### config.mk
export PLATFORM = sky130hd
export DESIGN_NAME = device_table_with_holdoff_core
export DESIGN_NICKNAME = d
export VERILOG_FILES = /design/src/rtl/dtwh_pkg.sv /design/src/rtl/device_table_with_holdoff_core.sv
export SDC_FILE = /design/constraint.sdc
export NUM_CORES = 1
export LEC_CHECK = 0
export BUFFER_PORTS_ARGS = -buffer_cell sky130_fd_sc_hd__buf_2
export CELL_PAD_IN_SITES_DETAIL_PLACEMENT = 1
export CELL_PAD_IN_SITES_GLOBAL_PLACEMENT = 1
export CORE_UTILIZATION = 45
export CTS_CLUSTER_DIAMETER = 80
export DETAILED_ROUTE_END_ITERATION = 7
export HOLD_SLACK_MARGIN = 0.08
export PLACE_DENSITY_LB_ADDON = 0.1
export SLEW_MARGIN = 30
export SYNTH_ARGS = -nofsm -noshare
export SYNTH_HDL_FRONTEND = slang
export SYNTH_SLANG_ARGS = --single-unit
### constraint.sdc
create_clock -name clk -period 2.9 [get_ports clk]
set_clock_uncertainty 0.15 [all_clocks]
set_input_delay 0.725 -clock clk [delete_from_list [all_inputs] [get_ports clk]]
set_output_delay 0.725 -clock clk [all_outputs]
set_load 0.02 [all_outputs]
### src/rtl/dtwh_pkg.sv
`default_nettype none
// ============================================================================
// dtwh_pkg
// Shared types and constants for the device table with holdoff core.
// ============================================================================
package dtwh_pkg;

    localparam int ADDR_W   = 24;
    localparam int STATUS_W = 8;
    localparam int COLOR_W  = 2;
    localparam int SLOT_W   = 2;
    localparam int TICKS_W  = 16;

    localparam int IN_TDATA_W  = ADDR_W + STATUS_W;
    localparam int OUT_TDATA_W = 8;

    // Bit positions inside the status byte
    localparam int PRESENT_BIT = 2;
    localparam int COLOR_LSB   = 3;

    // Bit positions of the status byte fields inside the request tdata
    localparam int IN_PRESENT_POS = ADDR_W + PRESENT_BIT;
    localparam int IN_COLOR_LSB   = ADDR_W + COLOR_LSB;

    localparam logic [TICKS_W-1:0] LOCKOUT_RESET = 16'd102;

    // Request kind, carried on tuser
    localparam logic KIND_PACKET = 1'b0;
    localparam logic KIND_TICK   = 1'b1;

    typedef logic [ADDR_W-1:0]  addr_t;
    typedef logic [TICKS_W-1:0] ticks_t;

endpackage : dtwh_pkg
`default_nettype wire

### src/rtl/device_table_with_holdoff_core.sv
`default_nettype none
// ============================================================================
// device_table_with_holdoff_core
// Device address table with per-slot notification holdoff countdowns.
// ============================================================================
// Takes one request per cycle while the output is not stalled: a radio packet
// or a time tick. Each request is held in an input register, then looked up
// and applied to the slot table while its notification (if any) is loaded into
// the output register, so a result on m_axis passes through the input register
// and then the output register, and the block sustains one request per clock
// while m_axis is not stalled. The table update happens in that one pass: all
// slots are compared in parallel and all countdowns step together. A stalled
// output holds the input register, which then holds s_axis_tready low.
// Write lockout_ticks through cfg_wr_en/cfg_wr_data only while idle.
module device_table_with_holdoff_core #(
    parameter int SLOTS = 4
) (
    input  wire                                  clk,
    input  wire                                  rst_n,
    // cfg_wr_data: lockout_ticks
    input  wire                                  cfg_wr_en,
    input  wire  [dtwh_pkg::TICKS_W-1:0]         cfg_wr_data,
    input  wire                                  s_axis_tvalid,
    output logic                                 s_axis_tready,
    // s_axis_tdata: [23:0] device_address, [31:24] status_bits
    input  wire  [dtwh_pkg::IN_TDATA_W-1:0]      s_axis_tdata,
    // s_axis_tuser: [0] kind
    input  wire                                  s_axis_tuser,
    output logic                                 m_axis_tvalid,
    input  wire                                  m_axis_tready,
    // m_axis_tdata: [1:0] slot, [3:2] color, [7:4] zero
    output logic [dtwh_pkg::OUT_TDATA_W-1:0]     m_axis_tdata,
    // m_axis_tuser: [0] newly_added
    output logic                                 m_axis_tuser
);
    import dtwh_pkg::*;

    ticks_t                 lockout_ticks_reg;

    logic                   in_valid_reg;
    logic                   in_kind_reg;
    addr_t                  in_addr_reg;
    logic [STATUS_W-1:0]    in_status_reg;

    addr_t                  slot_addr_reg [SLOTS];
    addr_t                  slot_addr_next [SLOTS];
    logic [SLOTS-1:0]       slot_locked_reg;
    logic [SLOTS-1:0]       slot_locked_next;
    ticks_t                 countdown_reg [SLOTS];
    ticks_t                 countdown_next [SLOTS];

    logic                   out_valid_reg;
    logic                   out_valid_next;
    logic [SLOT_W-1:0]      out_slot_reg;
    logic [SLOT_W-1:0]      out_slot_next;
    logic [COLOR_W-1:0]     out_color_reg;
    logic                   out_added_reg;
    logic                   out_added_next;

    logic                   advance;
    logic [SLOTS-1:0]       match;
    logic [SLOTS-1:0]       empty;
    logic [SLOTS-1:0]       match_sel;
    logic [SLOTS-1:0]       empty_sel;
    logic [SLOTS-1:0]       arm_sel;
    logic [SLOT_W-1:0]      match_num;
    logic [SLOT_W-1:0]      empty_num;
    logic                   locked_hit;
    logic                   emit;
    ticks_t                 arm_value;

    assign advance       = in_valid_reg && (!out_valid_reg || m_axis_tready);
    assign s_axis_tready = !in_valid_reg || advance;

    always_ff @(posedge clk or negedge rst_n)
    begin
        if (!rst_n)
        begin
            lockout_ticks_reg <= LOCKOUT_RESET;
        end
        else if (cfg_wr_en)
        begin
            lockout_ticks_reg <= cfg_wr_data;
        end
    end

    // Hold the accepted request
    always_ff @(posedge clk or negedge rst_n)
    begin
        if (!rst_n)
        begin
            in_valid_reg <= 1'b0;
        end
        else if (s_axis_tready)
        begin
            in_valid_reg <= s_axis_tvalid;
        end
    end

    always_ff @(posedge clk)
    begin
        if (s_axis_tready && s_axis_tvalid)
        begin
            in_kind_reg   <= s_axis_tuser;
            in_addr_reg   <= s_axis_tdata[ADDR_W-1:0];
            in_status_reg <= s_axis_tdata[IN_TDATA_W-1:ADDR_W];
        end
    end

    always_comb
    begin
        for (int i = 0; i < SLOTS; i++)
        begin
            match[i] = (slot_addr_reg[i] == in_addr_reg);
            empty[i] = (slot_addr_reg[i] == '0);
        end
        match_sel = match & (~match + 1'b1);
        empty_sel = empty & (~empty + 1'b1);
        match_num = '0;
        empty_num = '0;
        for (int i = 0; i < SLOTS; i++)
        begin
            if (match_sel[i])
            begin
                match_num = match_num | SLOT_W'(i);
            end
            if (empty_sel[i])
            begin
                empty_num = empty_num | SLOT_W'(i);
            end
        end
        locked_hit = |(match_sel & slot_locked_reg);
        arm_value  = (lockout_ticks_reg == '0) ? ticks_t'(1) : lockout_ticks_reg;
    end

    always_comb
    begin
        slot_addr_next   = slot_addr_reg;
        slot_locked_next = slot_locked_reg;
        countdown_next   = countdown_reg;
        arm_sel          = '0;
        emit             = 1'b0;
        out_slot_next    = match_num;
        out_added_next   = 1'b0;

        if (advance)
        begin
            if (in_kind_reg == KIND_TICK)
            begin
                for (int i = 0; i < SLOTS; i++)
                begin
                    if (countdown_reg[i] != '0)
                    begin
                        countdown_next[i] = countdown_reg[i] - 1'b1;
                        if (countdown_reg[i] == ticks_t'(1))
                        begin
                            slot_locked_next[i] = 1'b0;
                        end
                    end
                end
            end
            else if (in_status_reg[PRESENT_BIT])
            begin
                if (|match)
                begin
                    if (!locked_hit)
                    begin
                        arm_sel = match_sel;
                        emit    = 1'b1;
                    end
                end
                else if (|empty)
                begin
                    arm_sel        = empty_sel;
                    emit           = 1'b1;
                    out_slot_next  = empty_num;
                    out_added_next = 1'b1;
                end
            end

            for (int i = 0; i < SLOTS; i++)
            begin
                if (arm_sel[i])
                begin
                    slot_addr_next[i]   = in_addr_reg;
                    slot_locked_next[i] = 1'b1;
                    countdown_next[i]   = arm_value;
                end
            end
        end

        if (advance)
        begin
            out_valid_next = emit;
        end
        else if (m_axis_tready)
        begin
            out_valid_next = 1'b0;
        end
        else
        begin
            out_valid_next = out_valid_reg;
        end
    end

    always_ff @(posedge clk or negedge rst_n)
    begin
        if (!rst_n)
        begin
            for (int i = 0; i < SLOTS; i++)
            begin
                slot_addr_reg[i] <= '0;
                countdown_reg[i] <= '0;
            end
            slot_locked_reg <= '0;
            out_valid_reg   <= 1'b0;
        end
        else
        begin
            slot_addr_reg   <= slot_addr_next;
            countdown_reg   <= countdown_next;
            slot_locked_reg <= slot_locked_next;
            out_valid_reg   <= out_valid_next;
        end
    end

    always_ff @(posedge clk)
    begin
        if (advance && emit)
        begin
            out_slot_reg  <= out_slot_next;
            out_color_reg <= in_status_reg[COLOR_LSB +: COLOR_W];
            out_added_reg <= out_added_next;
        end
    end

    assign m_axis_tvalid = out_valid_reg;
    assign m_axis_tdata  = {{(OUT_TDATA_W - SLOT_W - COLOR_W){1'b0}},
                            out_color_reg, out_slot_reg};
    assign m_axis_tuser  = out_added_reg;

endmodule : device_table_with_holdoff_core
`default_nettype wire

==> results.sh, run 1 <==
export IMPL_r2r_cells=13
export IMPL_grt_max_degree=63
export IMPL_async_reset_ff_frac=0.8465
export IMPL_r2r_end="countdown_reg[13]"
export IMPL_synthToLayoutAreaGrowth_pct=36.64
export IMPL_die_w_um=163.9
export IMPL_violations="negative setup slack"
export IMPL_relSlewSlack=0.6009
export IMPL_worst_setup_path_start_kind="flop"
export IMPL_worst_setup_path_type="flop to flop"
export IMPL_final_min_period_over_clock_period=1.111
export IMPL_yosysUniqueCellTypes=82
export IMPL_hold_depth=1
export IMPL_num_rows=58
export IMPL_drc=0
export IMPL_vias=10485
export IMPL_gp_congestion=0.8626
export IMPL_dp_hpwl_um=25990
export IMPL_yosysSeqAreaShare=0.4707
export IMPL_cts_sinks=215
export IMPL_crit_start="in_addr_reg[15]"
export IMPL_avgSynthCellArea_um2=10.75
export IMPL_routedWlPerCell_um=27.52
export IMPL_maxCapViolCount=0
export IMPL_critPathMaxStageDelay_ns=0.46
export IMPL_powerDensity_nw_per_um2=810.6
export IMPL_cts_clk_slew_worst_paths_ns=0.06
export IMPL_fill_cells=2590
export IMPL_num_antenna_cells=0
export IMPL_multi_input_area_um2=6754
export IMPL_fin_hold_ws_ns=0.1928
export IMPL_drt_iter0_markers=745
export IMPL_synth_edf_count=33
export IMPL_synth_top_area_cell="dfrtp_1"
export IMPL_max_clock_freq_ghz=0.3104
export IMPL_insertion_delay_ns=0.56
export IMPL_die_area_um2=26860
export IMPL_largest_reg_flops=96
export IMPL_synth_area_um2=11790
export IMPL_crit_family="buffers and inverters"
export IMPL_start_util=0.4630
export IMPL_seq_power_share=0.402
export IMPL_p_switching_uw=4913
export IMPL_status="finished with violations"
export IMPL_ys_warn_count=0
export IMPL_switching_share=0.3762
export IMPL_io_buffers=55
export IMPL_rsz0062_at_grt="true"
export IMPL_worst_path_max_fanout=7
export IMPL_viasPerCell=6.305
export IMPL_antenna_found_initial=0
export IMPL_postLayoutSetupSlackWorst_ns=-0.3222
export IMPL_synth_ff_type="dfrtp_1"
export IMPL_drt_pass1_iterations=4
export IMPL_synth_top_area_frac=0.3777
export IMPL_gr_total_overflow=0
export IMPL_cts_max_level=1
export IMPL_arrival_ns=3.49
export IMPL_root_buffer="clkbuf_16"
export IMPL_dieHeight_um=163.9
export IMPL_slowest_stage="nor4_2"
export IMPL_coreArea_um2=25470
export IMPL_irDropWorstVdd_mv=0.6169
export IMPL_period_minus_slack_ns=3.222
export IMPL_path_depth=13
export IMPL_grt_pass1_wl_um=60840
export IMPL_nets=1375
export IMPL_final_core_util=0.6326
export IMPL_hold_viol=0
export IMPL_seqCellArea_um2=5550
export IMPL_pwr_share_clk=0.256
export IMPL_drv_slew=0
export IMPL_power_frac_comb=0.341
export IMPL_io_pins=65
export IMPL_cts_max_path_buffers=3
export IMPL_p_int_uw=8148
export IMPL_cts_tree="yes"
export IMPL_detail_route_antenna_nets=0
export IMPL_ys_ff_latch=215
export IMPL_track_usage=0.2979
export IMPL_min_path_type="input port to flop"
export IMPL_synthCells=1097
export IMPL_end_kind="flop"
export IMPL_regToRegSetupSlack_ns=-0.32
export IMPL_crit_buf_inv=6
export IMPL_fin_setup_tns_ns=-32.11
export IMPL_reg2reg_from="in_addr_reg[15]"
export IMPL_worstPathRequired_ns=3.17
export IMPL_crit_chain="buf_4 -> buf_4 -> xor2_1 -> nor4_2 -> and3_4 -> nand4_1 -> buf_4 -> o32ai_4 -> buf_6 -> buf_12 -> buf_12 -> o22ai_2 -> o2bb2ai_2"
export IMPL_wl_um=45760
export IMPL_first_global_vias=10515
export IMPL_worst_slew_pin_transition_ns=0.5932
export IMPL_cp_common_cell="buf_4"
export IMPL_leakage_uw=0.007153
export IMPL_crit_end="countdown_reg[13]"
export IMPL_cts_buffers=26
export IMPL_setup_viol=161
export IMPL_ys_top_cells_by_area="dfrtp_1, edfxtp_1, mux2_1"
export IMPL_drive_gt1_frac=0.3736
layout by cell type (no fill, tap or decap), types with 19 or more instances in the layout:
master / count
buf_6: 37
nand4_1: 22
nor2_1: 53
clkbuf_16: 33
buf_4: 137
edfxtp_1: 33
nor4_1: 54
xnor2_1: 33
inv_1: 30
mux2_4: 41
o21ai_0: 19
dfrtp_1: 178
nand2_1: 48
buf_12: 22
xor2_1: 47
mux2i_1: 26
nand3_1: 30
mux2_1: 47
buf_2: 54
nor3_1: 36
Yosys cell counts, drive strengths merged (8+ instances only):
master   count
nand2b      11
ha           8
nand4       23
dfrtp      178
nor2        59
and3         9
or3         11
o21ai       38
buf         54
a211oi      10
edfxtp      33
nor3        41
inv         30
o2bb2ai     22
or4          9
mux2       102
o31ai       19
nor4        65
a21o         9
xor2        48
clkbuf      23
nand2       51
or2         18
xnor2       48
o22ai       15
nand3       34
mux2i       27
metal layers:
layer / GRT usage / up-vias / share of wire
met5: 0 / - / 0
met4: 0.08838 / 0 / 0.039
met3: 0.03561 / 134 / 0.055
met2: 0.4755 / 383 / 0.48
met1: 0.4241 / 5448 / 0.42
li1: - / 4520 / -
timing repair:
item | in CTS | in global routing
endpoints found under the hold margin | 56 | 0
resized for setup | 93 | 141
buffers inserted | 18 | 23
endpoints found under the setup margin | 168 | 169
hold buffers | 1 | 0
gates cloned | 5 | 8
pin swaps | 35 | 67
worst min path at each step:
stage	from	to	slack (ns)
finish	s_axis_tdata[21]	in_addr_reg[21]	0.19
CTS	s_axis_tdata[17]	in_addr_reg[17]	0.18
detailed placement	in_status_reg[3]	out_color_reg[0]	0.27
global route	s_axis_tdata[21]	in_addr_reg[21]	0.18
floorplan	in_status_reg[3]	out_color_reg[0]	0.25
global placement	in_status_reg[4]	out_color_reg[1]	0.25
power groups by stage:
| stage | sequential (uW) | clock (uW) | combinational, uW |
|---|---|---|---|
| after floorplan | 4740 | 0 | 2410 |
| after global placement | 5020 | 0 | 3350 |
| after detailed placement | 5080 | 0 | 3500 |
| after CTS | 5080 | 3350 | 3790 |
| after global routing | 5330 | 3510 | 4760 |
| final | 5260 | 3350 | 4460 |
stage by stage:
step                      area, um2  worst slack [ns]  power, uW  cells
after floorplan               11800            0.1191       7157   1100
after global placement        13520           -0.2519       8363   1561
after detailed placement      13520           -0.2785       8584   1561
after CTS                     15070           -0.1100      12220   1633
after global routing          16110           -0.4430      13600   1663
final                         16110           -0.3222      13060   1663
cells by family (layout without fill, tap and decap cells):
| logic type | after synthesis | count (layout) | synth area share |
|---|---|---|---|
| AND/OR/NAND/NOR | 348 | 349 | 0.1598 |
| flip-flops | 215 | 215 | 0.4707 |
| AO/OA/AOI/OAI | 193 | 193 | 0.1276 |
| multiplexers | 129 | 129 | 0.1203 |
| buffers and inverters | 107 | 339 | 0.04148 |
| XOR/XNOR | 96 | 96 | 0.07130 |
| adder cells (fa/ha/maj) | 8 | 8 | 0.008488 |
| other | 1 | 4 | 0.0003180 |
worst register-to-register path, delay by kind of cell, from the launching register on:
kind | cells | cell delay [ns]
buffers and inverters | 6 | 1.00
XOR/XNOR | 1 | 0.18
flip-flops | 1 | 0.37
AO/OA/AOI/OAI | 3 | 0.52
AND/OR/NAND/NOR | 3 | 0.87
cell type report:
cell class / instances / area share
multi-input cells: 779 / 0.4192
clock inverters: 12 / 0.007688
inverters: 30 / 0.006989
flip-flops and latches: 215 / 0.3445
clock buffers: 36 / 0.04713
repair buffers: 261 / 0.1489
well taps: 330 / 0.02563
No activity file was read; power rests on OpenSTA's default activity.
==> run 2: changes to the inputs <==
--- a/config.mk
+++ b/config.mk
@@ -6,6 +6,7 @@
 export NUM_CORES = 1
 export LEC_CHECK = 0
 export BUFFER_PORTS_ARGS = -buffer_cell sky130_fd_sc_hd__buf_2
+export CAP_MARGIN = 20
 export CELL_PAD_IN_SITES_DETAIL_PLACEMENT = 1
 export CELL_PAD_IN_SITES_GLOBAL_PLACEMENT = 1
 export CORE_UTILIZATION = 45
@@ -13,6 +14,7 @@
 export DETAILED_ROUTE_END_ITERATION = 7
 export HOLD_SLACK_MARGIN = 0.08
 export PLACE_DENSITY_LB_ADDON = 0.1
+export RECOVER_POWER = 50
 export SLEW_MARGIN = 30
 export SYNTH_ARGS = -nofsm -noshare
 export SYNTH_HDL_FRONTEND = slang
==> run 2 against run 1 <==
Effect of this change:
- the flow finishes with violations (max-capacitance violations, max-slew violations, negative setup slack)
- sequential power is essentially flat
- hold slack is essentially flat
- clock power is essentially flat
- largest power group unchanged
- largest cell class unchanged
==> results.sh, run 2 (synthesized netlist as in run 1, its figures left out) <==
export IMPL_io_buffers=55
export IMPL_irDropWorstVdd_mv=0.6169
export IMPL_period_minus_slack_ns=3.223
export IMPL_worst_path_max_fanout=7
export IMPL_gp_congestion=0.8626
export IMPL_max_clock_freq_ghz=0.3103
export IMPL_relSlewSlack=-0.1316
export IMPL_drive_gt1_frac=0.3721
export IMPL_final_cells=1663
export IMPL_cts_max_level=1
export IMPL_postLayoutSetupSlackWorst_ns=-0.3225
export IMPL_fill_cells=2592
export IMPL_num_rows=58
export IMPL_violations="max-capacitance violations, max-slew violations, negative setup slack"
export IMPL_fin_hold_ws_ns=0.1923
export IMPL_cts_max_path_buffers=3
export IMPL_nets=1375
export IMPL_leakage_uw=0.007142
export IMPL_root_buffer="clkbuf_16"
export IMPL_powerDensity_nw_per_um2=811.4
export IMPL_hold_viol=0
export IMPL_arrival_ns=3.49
export IMPL_first_global_vias=10515
export IMPL_worstPathRequired_ns=3.17
export IMPL_maxCapViolCount=2
export IMPL_gr_total_overflow=0
export IMPL_drc=0
export IMPL_worst_setup_path_start_kind="flop"
export IMPL_die_w_um=163.9
export IMPL_cts_buffers=26
export IMPL_pre_cts_ws_ns=-0.2785
export IMPL_grt_max_degree=63
export IMPL_viasPerCell=6.293
export IMPL_synthToLayoutAreaGrowth_pct=36.48
export IMPL_final_min_period_over_clock_period=1.111
export IMPL_insertion_delay_ns=0.56
export IMPL_drt_pass1_iterations=5
export IMPL_place_inst=1561
export IMPL_worst_slew_pin_transition_ns=1.697
export IMPL_wl_um=45730
export IMPL_grt_pass1_wl_um=60840
export IMPL_worst_setup_path_type="flop to flop"
export IMPL_setup_viol=162
export IMPL_min_path_type="input port to flop"
export IMPL_cts_tree="yes"
export IMPL_cts_sinks=215
export IMPL_vias=10466
export IMPL_io_pins=65
export IMPL_rsz0062_at_grt="true"
export IMPL_detail_route_antenna_nets=0
export IMPL_num_antenna_cells=0
export IMPL_drv_slew=90
export IMPL_dieHeight_um=163.9
export IMPL_drt_iter0_markers=742
export IMPL_layout_commonest_cell="dfrtp_1"
export IMPL_coreArea_um2=25470
export IMPL_most_common_layout_cells="dfrtp_1, buf_4, nor4_1"
export IMPL_status="finished with violations"
export IMPL_final_core_util=0.6318
export IMPL_die_area_um2=26860
export IMPL_dp_hpwl_um=25990
export IMPL_antenna_found_initial=0
export IMPL_start_util=0.4630
export IMPL_largest_reg_flops=96
export IMPL_routedWlPerCell_um=27.50
export IMPL_end_kind="flop"
export IMPL_cts_clk_slew_worst_paths_ns=0.06
export IMPL_track_usage=0.2979
run 2: power by group:
group / switching (uW) / internal (uW) / total (uW)
logic: 2260 / 2190 / 4450
registers: 1240 / 4010 / 5250
clock network: 1410 / 1940 / 3350
total: 4910 / 8150 / 13100
run 2: final timing paths:
kind,slack (ns),start,to,cells past startpoint
max reg2reg,-0.32,in_addr_reg[15],countdown_reg[13],13
max in group asynchronous,0.42,rst_n,slot_addr_reg[47],3
min,0.19,s_axis_tdata[21],in_addr_reg[21],1
max,-0.32,in_addr_reg[15],countdown_reg[13],13
min reg2reg,0.26,in_status_reg[3],out_color_reg[0],0
min in group asynchronous,1.01,rst_n,slot_addr_reg[35],2
run 2: stage by stage:
step | cell area, um2 | TNS (ns) | total power [uW]
2_1_floorplan | 11800 | 0 | 7157
3_3_place_gp | 13520 | -16.15 | 8363
3_5_place_dp | 13520 | -20.70 | 8584
4_1_cts | 15070 | -7.040 | 12220
5_1_grt | 16090 | -46.79 | 13600
6_report | 16090 | -31.95 | 13060
run 2: layer usage:
layer,GRT usage,vias to the layer above,wire length [um]
met5,0,-,0
met4,0.08838,0,1738
met3,0.03561,125,2488
met1,0.4241,5444,19320
li1,-,4521,-
met2,0.4755,376,22180
run 2: timing repair:
item	CTS	global route
setup buffers	18	23
gates cloned	5	8
hold buffers	1	0
endpoints found under the hold margin	56	0
setup endpoints to repair	168	169
gates resized for setup	93	141
pin swaps	35	67
run 2: worst max-delay path: stages (launching register included):
cell,delay [ns]
edfxtp_1,0.37
buf_4,0.20
buf_4,0.16
xor2_1,0.18
nor4_2,0.46
and3_4,0.29
nand4_1,0.12
buf_4,0.17
o32ai_4,0.29
buf_6,0.19
buf_12,0.14
buf_12,0.13
o22ai_2,0.09
o2bb2ai_2,0.14
run 2: area by class of cell:
type | count | area, um2 | area share
Multi-Input combinational cell | 779 | 6754 | 0.4197
Sequential cell | 215 | 5550 | 0.3449
Timing Repair Buffer | 261 | 2381 | 0.1479
Clock buffer | 36 | 759.5 | 0.04719
Tap cell | 330 | 412.9 | 0.02565
Clock inverter | 12 | 123.9 | 0.007696
Inverter | 30 | 112.6 | 0.006997
